[src/design/fbpsc_pkg.sv]
package fbpsc_pkg;

  // Speed inputs carry this many fractional bits (1/16 rpm)
  localparam int SPEED_FRAC_BITS = 4;
  localparam int Q8_SHIFT        = 8 - SPEED_FRAC_BITS;

  // Field widths
  localparam int SPEED_W = 15;
  localparam int ERR_W   = 16;
  localparam int DRIVE_W = 15;

  // Stream widths
  localparam int IN_TDATA_W  = 48;
  localparam int OUT_TDATA_W = 32;

  // Configuration port
  localparam int CFG_IDX_W  = 2;
  localparam int CFG_DATA_W = 14;

  typedef enum logic [CFG_IDX_W-1:0] {
    REG_BAND    = 2'd0,
    REG_P_GAIN  = 2'd1,
    REG_P_LIMIT = 2'd2
  } reg_idx_t;

  localparam logic [13:0] BAND_RESET    = 14'd800;
  localparam logic [7:0]  P_GAIN_RESET  = 8'd51;
  localparam logic [6:0]  P_LIMIT_RESET = 7'd5;

  // Shared multiplier operand widths
  localparam int MUL_A_W = 25;
  localparam int MUL_B_W = 26;
  localparam int PROD_W  = MUL_A_W + MUL_B_W;

  // Feed-forward: 18.733 and 7.6714 in Q8
  localparam logic signed [19:0] FF_OFFSET_Q8 = 20'sd4796;
  // round(n*256/1964) == floor((|n|*64 + 245) / 491); 1/491 by reciprocal
  localparam int FF_SCALE_SHIFT = 6;
  localparam logic [MUL_A_W-1:0] FF_BIAS = 25'd245;
  localparam int FF_RECIP_SHIFT = 34;
  localparam logic [MUL_B_W-1:0] FF_RECIP =
    26'(((64'd1 << FF_RECIP_SHIFT) + 64'd490) / 64'd491);

  localparam logic [MUL_B_W-1:0] MV_PER_PERCENT = 26'd127;
  localparam logic [13:0]        DRIVE_MAX      = 14'd12700;

endpackage

[src/design/fbpsc_mul.sv]
module fbpsc_mul
  import fbpsc_pkg::*;
(
  input  logic               clk,
  input  logic [MUL_A_W-1:0] op_a,
  input  logic [MUL_B_W-1:0] op_b,
  output logic [PROD_W-1:0]  prod
);

  // Unsigned multiply, product registered
  always_ff @(posedge clk) begin
    prod <= PROD_W'(op_a) * PROD_W'(op_b);
  end

endmodule

[src/design/flywheel_bang_bang_p_speed_ctrl.sv]
// A result shows on the master side after its request has passed through the states
// S_PREP, S_FF, S_P, S_SUM, S_DRV and S_FIN; the sequencer runs three products
// through one shared multiplier and holds one request at a time.
// Reset (rst, synchronous, active high): registers band=800, p_gain=51, p_limit=5,
// settled flag clear, sequencer idle, no result pending.
module flywheel_bang_bang_p_speed_ctrl
  import fbpsc_pkg::*;
(
  input  logic                   clk,
  input  logic                   rst,
  // {speed_b[44:30], speed_a[29:15], setpoint[14:0]}, zero padded
  input  logic                   s_tvalid,
  output logic                   s_tready,
  input  logic [IN_TDATA_W-1:0]  s_tdata,
  // {error[30:15], drive_mv[14:0]}, zero padded
  output logic                   m_tvalid,
  input  logic                   m_tready,
  output logic [OUT_TDATA_W-1:0] m_tdata,
  // speed_ok[0]
  output logic                   m_tuser,
  input  logic                   cfg_valid,
  output logic                   cfg_ready,
  input  logic [CFG_IDX_W-1:0]   cfg_index,
  input  logic [CFG_DATA_W-1:0]  cfg_data
);

  typedef enum logic [2:0] {
    S_IDLE, S_PREP, S_FF, S_P, S_SUM, S_DRV, S_FIN, S_OUT
  } state_t;

  state_t state;

  // Configuration
  logic [13:0] band;
  logic [7:0]  p_gain;
  logic [6:0]  p_limit;

  // Per-request working registers
  logic signed [SPEED_W-1:0] target;
  logic signed [ERR_W-1:0]   err;
  logic                      settled;
  logic                      zero_tgt;
  logic                      cut;
  logic [MUL_A_W-1:0]        ff_x;
  logic                      ff_neg;
  logic [14:0]               err_mag;
  logic signed [17:0]        ff;
  logic                      s_neg;
  logic [17:0]               s_mag;

  // Result registers
  logic signed [DRIVE_W-1:0] drive_mv;
  logic                      speed_ok;
  logic signed [ERR_W-1:0]   err_out;

  // Shared multiplier
  logic [MUL_A_W-1:0] mul_a;
  logic [MUL_B_W-1:0] mul_b;
  logic [PROD_W-1:0]  prod;

  fbpsc_mul u_mul (
    .clk  (clk),
    .op_a (mul_a),
    .op_b (mul_b),
    .prod (prod)
  );

  assign s_tready  = (state == S_IDLE);
  assign cfg_ready = 1'b1;
  assign m_tdata   = {1'b0, err_out, drive_mv};
  assign m_tuser   = speed_ok;

  // Error at input: target minus floor average of the two speeds
  logic signed [SPEED_W-1:0] in_target, in_a, in_b;
  logic signed [ERR_W-1:0]   ab_sum;
  logic signed [ERR_W-1:0]   err_in;

  always_comb begin
    in_target = s_tdata[14:0];
    in_a      = s_tdata[29:15];
    in_b      = s_tdata[44:30];
    ab_sum    = ERR_W'(in_a) + ERR_W'(in_b);
    err_in    = ERR_W'(in_target) - $signed({ab_sum[15], ab_sum[15:1]});
  end

  // Prep step: settle flag, cut-off test, feed-forward dividend
  logic signed [19:0] ff_n;
  logic [19:0]        ff_abs;
  logic [15:0]        err_abs;
  logic signed [16:0] err_x, band_x, err_pb;
  logic               settled_next;

  always_comb begin
    ff_n    = (20'(target) <<< Q8_SHIFT) + FF_OFFSET_Q8;
    ff_abs  = ff_n[19] ? 20'(-ff_n) : 20'(ff_n);
    err_abs = err[15] ? 16'(-err) : 16'(err);
    err_x   = {err[15], err};
    band_x  = $signed({3'b000, band});
    err_pb  = err_x + band_x;
    settled_next = settled;
    if (target != '0) begin
      if (err_x >= band_x) begin
        settled_next = 1'b0;
      end
      if ((err[15] || err == '0) && !settled_next) begin
        settled_next = 1'b1;
      end
    end
  end

  // Proportional clamp and sum
  logic [23:0]        p_rnd;
  logic signed [20:0] p_raw, lim_x, p_cl;
  logic signed [18:0] s_sum;

  always_comb begin
    p_rnd = 24'(prod[22:0]) + 24'd8;
    p_raw = err[15] ? -$signed({1'b0, p_rnd[23:4]}) : $signed({1'b0, p_rnd[23:4]});
    lim_x = $signed({6'b0, p_limit, 8'b0});
    if (p_raw > lim_x) begin
      p_cl = lim_x;
    end else if (p_raw < -lim_x) begin
      p_cl = -lim_x;
    end else begin
      p_cl = p_raw;
    end
    s_sum = 19'(ff) + 19'(p_cl);
  end

  // Final rounding and saturation of drive
  logic [25:0]               d_rnd;
  logic [13:0]               d_sat;
  logic signed [DRIVE_W-1:0] d_fb, d_sel;

  always_comb begin
    d_rnd = 26'(prod[24:0]) + 26'd128;
    d_sat = (d_rnd[25:8] > 18'(DRIVE_MAX)) ? DRIVE_MAX : d_rnd[21:8];
    d_fb  = s_neg ? -$signed({1'b0, d_sat}) : $signed({1'b0, d_sat});
    if (zero_tgt || cut) begin
      d_sel = '0;
    end else if (!settled) begin
      d_sel = $signed({1'b0, DRIVE_MAX});
    end else begin
      d_sel = d_fb;
    end
  end

  // Multiplier operand select
  always_comb begin
    case (state)
      S_FF: begin
        mul_a = ff_x;
        mul_b = FF_RECIP;
      end
      S_P: begin
        mul_a = MUL_A_W'(err_mag);
        mul_b = MUL_B_W'(p_gain);
      end
      S_DRV: begin
        mul_a = MUL_A_W'(s_mag);
        mul_b = MV_PER_PERCENT;
      end
      default: begin
        mul_a = '0;
        mul_b = '0;
      end
    endcase
  end

  // Sequencer, configuration and result registers
  always_ff @(posedge clk) begin
    if (rst) begin
      state    <= S_IDLE;
      m_tvalid <= 1'b0;
      settled  <= 1'b0;
      band     <= BAND_RESET;
      p_gain   <= P_GAIN_RESET;
      p_limit  <= P_LIMIT_RESET;
    end else begin
      if (cfg_valid) begin
        case (cfg_index)
          REG_BAND:    band    <= cfg_data;
          REG_P_GAIN:  p_gain  <= cfg_data[7:0];
          REG_P_LIMIT: p_limit <= cfg_data[6:0];
          default: ;
        endcase
      end
      case (state)
        S_IDLE: begin
          if (s_tvalid) begin
            target <= in_target;
            err    <= err_in;
            state  <= S_PREP;
          end
        end
        S_PREP: begin
          settled  <= settled_next;
          zero_tgt <= (target == '0);
          cut      <= err_pb[16];
          ff_x     <= (MUL_A_W'(ff_abs[18:0]) << FF_SCALE_SHIFT) + FF_BIAS;
          ff_neg   <= ff_n[19];
          err_mag  <= err_abs[14:0];
          state    <= S_FF;
        end
        S_FF: begin
          state <= S_P;
        end
        S_P: begin
          ff    <= ff_neg ? -$signed({1'b0, prod[FF_RECIP_SHIFT+16:FF_RECIP_SHIFT]})
                          :  $signed({1'b0, prod[FF_RECIP_SHIFT+16:FF_RECIP_SHIFT]});
          state <= S_SUM;
        end
        S_SUM: begin
          s_neg <= s_sum[18];
          s_mag <= s_sum[18] ? 18'(-s_sum) : 18'(s_sum);
          state <= S_DRV;
        end
        S_DRV: begin
          state <= S_FIN;
        end
        S_FIN: begin
          drive_mv <= d_sel;
          speed_ok <= settled;
          err_out  <= err;
          m_tvalid <= 1'b1;
          state    <= S_OUT;
        end
        S_OUT: begin
          if (m_tready) begin
            m_tvalid <= 1'b0;
            state    <= S_IDLE;
          end
        end
        default: begin
          state <= S_IDLE;
        end
      endcase
    end
  end

endmodule

[config.mk]
export PLATFORM = sky130hd
export DESIGN_NAME = flywheel_bang_bang_p_speed_ctrl
export DESIGN_NICKNAME = d
export VERILOG_FILES = /design/src/design/fbpsc_pkg.sv /design/src/design/fbpsc_mul.sv /design/src/design/flywheel_bang_bang_p_speed_ctrl.sv
export SDC_FILE = /design/constraint.sdc
export NUM_CORES = 1
export LEC_CHECK = 0
export ABC_AREA = 1
export ABC_CLOCK_PERIOD_IN_PS = 8600
export BUFFER_PORTS_ARGS = -buffer_cell sky130_fd_sc_hd__buf_4
export CORE_ASPECT_RATIO = 0.5
export CORE_MARGIN = 1.5
export CORE_UTILIZATION = 65
export CTS_CLUSTER_DIAMETER = 60
export CTS_CLUSTER_SIZE = 8
export DETAILED_ROUTE_END_ITERATION = 7
export GPL_ROUTABILITY_DRIVEN = 1
export GPL_TIMING_DRIVEN = 0
export PLACE_DENSITY = 0.9
export SYNTH_ARGS = -nofsm -noshare
export SYNTH_HDL_FRONTEND = slang
export SYNTH_SLANG_ARGS = --single-unit
export TNS_END_PERCENT = 5
[constraint.sdc]
create_clock -name clk -period 8.6 [get_ports clk]
set_input_delay 0.43 -clock clk [delete_from_list [all_inputs] [get_ports clk]]
set_output_delay 0.43 -clock clk [all_outputs]
set_load 0.05 [all_outputs]
==> impl_metrics.xml <==
<?xml version="1.0" encoding="UTF-8"?>
<metrics>
  <group name="floorplan">
    <metric name="ioPinCount" unit="">105</metric>
    <metric name="initial_core_util" unit="%">66.5</metric>
    <metric name="floorplan.die_area" unit="mm^2">0.0430</metric>
    <metric name="die_x" unit="um">292</metric>
    <metric name="floorplan.core_area" unit="mm^2">0.0408</metric>
    <metric name="die_height" unit="um">147</metric>
    <metric name="row_count" unit="">52</metric>
  </group>
  <group name="timing">
    <metric name="setup_tns" unit="ns">0</metric>
    <metric name="final_hold_viols" unit="">0</metric>
    <metric name="finalSetupViolCount" unit="">0</metric>
    <metric name="worstMarginPinSlew" unit="ns">1.07</metric>
    <metric name="timing.clock.skew" unit="ns">0.0274</metric>
    <metric name="max_freq" unit="MHz">119</metric>
    <metric name="worst_case_hold_slack" unit="ns">0.0549</metric>
    <metric name="timing.final.crit_period" unit="ns">8.40</metric>
    <metric name="slew_headroom" unit="%">28.4</metric>
    <metric name="finalMaxSlewViolations" unit="">0</metric>
    <metric name="min_period_over_period" unit="%">97.7</metric>
    <metric name="rsz_0062_raised_after_global_routing" unit="">yes</metric>
  </group>
  <group name="synthesis">
    <metric name="proportion_of_register_bits_with_asynchronous_set_or_reset_after_synthesis" unit="%">0</metric>
    <metric name="synth.area.top_cells" unit="">sky130_fd_sc_hd__fa_1, sky130_fd_sc_hd__ha_1, sky130_fd_sc_hd__edfxtp_1</metric>
    <metric name="yosys.area.top_type_share" unit="%">22.8</metric>
    <metric name="synth_edf_count" unit="">134</metric>
    <metric name="synth.top_cells.by_count" unit="">sky130_fd_sc_hd__inv_1, sky130_fd_sc_hd__nand2_1, sky130_fd_sc_hd__ha_1</metric>
    <metric name="netlist_area" unit="mm^2">0.0271</metric>
    <metric name="synthDistinctLibCells" unit="">62</metric>
    <metric name="post_synth.cell_area_avg" unit="um^2">8.49</metric>
    <metric name="yosys_top_cell_by_area" unit="">sky130_fd_sc_hd__fa_1</metric>
    <metric name="syn-instance-count" unit="">3195</metric>
    <metric name="synth.ff_latch_count" unit="">207</metric>
    <metric name="synth_flop_cell" unit="">sky130_fd_sc_hd__edfxtp_1</metric>
    <metric name="yosysWarningCount" unit="">0</metric>
    <metric name="yosysSeqAreaShare" unit="%">20.2</metric>
    <metric name="synth_most_common_cell" unit="">sky130_fd_sc_hd__inv_1</metric>
  </group>
  <group name="critical_path">
    <metric name="critPathMaxStageDelay" unit="ns">0.53</metric>
    <metric name="worst_ep_arrival_time" unit="ns">8.81</metric>
    <metric name="crit_path_end_kind" unit="">flip-flop</metric>
    <metric name="worstSetupPathType" unit="">reg2reg</metric>
    <metric name="slowest_stage" unit="">sky130_fd_sc_hd__fa_1</metric>
    <metric name="worst-endpoint-required" unit="ns">9.01</metric>
    <metric name="worst_setup_path_start_kind" unit="">flip-flop</metric>
    <metric name="crit_top_cell" unit="">sky130_fd_sc_hd__inv_1</metric>
    <metric name="critical_path_peak_fanout" unit="">6</metric>
  </group>
  <group name="global_routing">
    <metric name="grt_overflow" unit="">0</metric>
    <metric name="first_global_vias" unit="">22600</metric>
    <metric name="grt_pass1_wl" unit="um">117000</metric>
    <metric name="antenna_violations_before_repair" unit="">3</metric>
    <metric name="global_route.usage.total" unit="%">34.8</metric>
    <metric name="grt_start_max_net_pins" unit="">35</metric>
  </group>
  <group name="drt">
    <metric name="drt-initial-drc-count" unit="">2105</metric>
    <metric name="detail_route.first_pass.iterations" unit="">8</metric>
    <metric name="routedWlPerCell" unit="um">19.4</metric>
    <metric name="drc_violation_count_after_routing" unit="">0</metric>
    <metric name="postRouteWirelength" unit="um">75600</metric>
    <metric name="ant_nets" unit="">0</metric>
    <metric name="routed_via_density" unit="">5.81</metric>
    <metric name="via_count" unit="">22600</metric>
  </group>
  <group name="clocking">
    <metric name="cts_made_buffers" unit="">30</metric>
    <metric name="cts.htree.levels" unit="">1</metric>
    <metric name="cts_sinks" unit="">207</metric>
    <metric name="cts-root-to-sink-buffers" unit="">3</metric>
    <metric name="clock-root-buffer" unit="">sky130_fd_sc_hd__clkbuf_16</metric>
    <metric name="clock_tree_from_tritoncts" unit="">built</metric>
    <metric name="clk_pin_slew" unit="ns">0.05</metric>
    <metric name="holdBufCountCts" unit="">0</metric>
    <metric name="clock_latency" unit="ns">0.57</metric>
  </group>
  <group name="hold_path">
    <metric name="hold_class" unit="">in2reg</metric>
  </group>
  <group name="finish">
    <metric name="proportion_of_layout_cells_with_a_drive_suffix_above_1" unit="%">8.20</metric>
    <metric name="fillers" unit="">2973</metric>
    <metric name="finish.net_count" unit="">4066</metric>
    <metric name="syn2layout_area_growth" unit="%">9.46</metric>
  </group>
  <group name="place">
    <metric name="io_buffer_count" unit="">98</metric>
    <metric name="dp_hpwl" unit="um">62100</metric>
    <metric name="globalplace.congestion" unit="">1.00</metric>
  </group>
  <group name="run">
    <metric name="cap_viol_max_count" unit="">0</metric>
  </group>
  <group name="run_status">
    <metric name="status" unit="">finished, final reports clean</metric>
  </group>
</metrics>
-- critical path: cells and delay by family, from the launching register on --
| kind | cells | cell delay (ns) |
|---|---|---|
| buffers and inverters | 11 | 1.17 |
| xor gates and xnor gates | 1 | 0.36 |
| adders and majority gates | 9 | 4.20 |
| DFF | 1 | 0.34 |
| and+or+nand+nor | 4 | 0.74 |
| AOI/OAI and AO/OA | 6 | 1.38 |
-- state kept, by name, summed over array words and instances, names as in the netlist --
register	flops
band	14
cut	1
drive_mv	15
err	16
err_mag	15
err_out	16
ff	18
ff_neg	1
ff_x	16
m_tuser	1
m_tvalid	1
p_gain	8
p_limit	7
s_mag	18
s_neg	1
settled	1
state	3
target	15
u_mul.prod	39
zero_tgt	1
-- cell families (layout without fill, tap and decap cells) --
kind of cell,Yosys count,after routing,share of synthesized area [%]
flops,207,207,20.2
buf+inv,770,928,10.8
other cells,2,5,0.0277
xor+xnor,176,176,5.77
compound gates,382,382,8.06
fa+ha+maj,665,665,39.2
simple gates,993,993,15.9
-- repair_timing --
item,4_1_cts,5_1_grt
cloned,0,0
setup endpoints to repair,25,17
buffers inserted,1,5
resized for setup,25,43
pin swaps,1,1
-- metal layers --
metal  vias up  wire, um  GRT usage [%]
met3       208      7780           6.96
met5         -         0              0
met1     10900     31400           48.3
met4         0      2450           11.2
met2      1169     33900           55.3
li1      10400         -              -
-- final cells by class --
type                       instances  area [um^2]  share of cell area (%)
tap                              540          676                    2.28
buffer                            41          223                   0.750
clock inverter                     2         23.8                  0.0801
sequential                       207         5490                    18.5
antenna                            2         5.00                  0.0169
inverter                         727         2740                    9.22
multi-input combinational       2219        18900                    63.6
timing repair buffer             106          823                    2.77
clock buffer                      52          843                    2.84
-- stage by stage --
step | util, % | setup slack (ns) | instance area, um^2 | std cells
finish | 72.8 | 0.202 | 29700 | 3896
global route | 72.8 | -0.0682 | 29700 | 3894
CTS | 72.4 | -0.0168 | 29500 | 3891
detailed placement | 70.1 | -1.28 | 28600 | 3836
global placement | 69.9 | -1.75 | 28500 | 3834
floorplan | - | 0.631 | 27100 | 3196
-- final timing paths --
kind	start	to	slack [ns]	cells past startpoint
setup / recovery	state[0]	u_mul.prod[49]	0.20	31
hold / removal	s_tdata[0]	target[0]	0.05	1
setup reg to reg	state[0]	u_mul.prod[49]	0.20	31
hold reg to reg	settled	m_tuser	0.44	0
-- layout by cell type (no fill, tap or decap), types with 30 or more instances in the layout --
master,Yosys,routed
sky130_fd_sc_hd__inv_1,723,720
sky130_fd_sc_hd__nand2_1,501,500
sky130_fd_sc_hd__ha_1,356,356
sky130_fd_sc_hd__fa_1,309,309
sky130_fd_sc_hd__nor2_1,223,208
sky130_fd_sc_hd__a21oi_1,171,171
sky130_fd_sc_hd__edfxtp_1,134,134
sky130_fd_sc_hd__xor2_1,131,130
sky130_fd_sc_hd__nand3_1,117,111
sky130_fd_sc_hd__buf_4,5,109
sky130_fd_sc_hd__o21ai_0,109,103
sky130_fd_sc_hd__dfxtp_1,73,73
sky130_fd_sc_hd__xnor2_1,42,42
sky130_fd_sc_hd__clkbuf_1,28,38
sky130_fd_sc_hd__nor3_1,35,35
sky130_fd_sc_hd__clkbuf_16,0,30
Power is left out: the tool's default activity adds up to more than one toggle a clock period on the data nets, which glitch-free logic cannot reach.
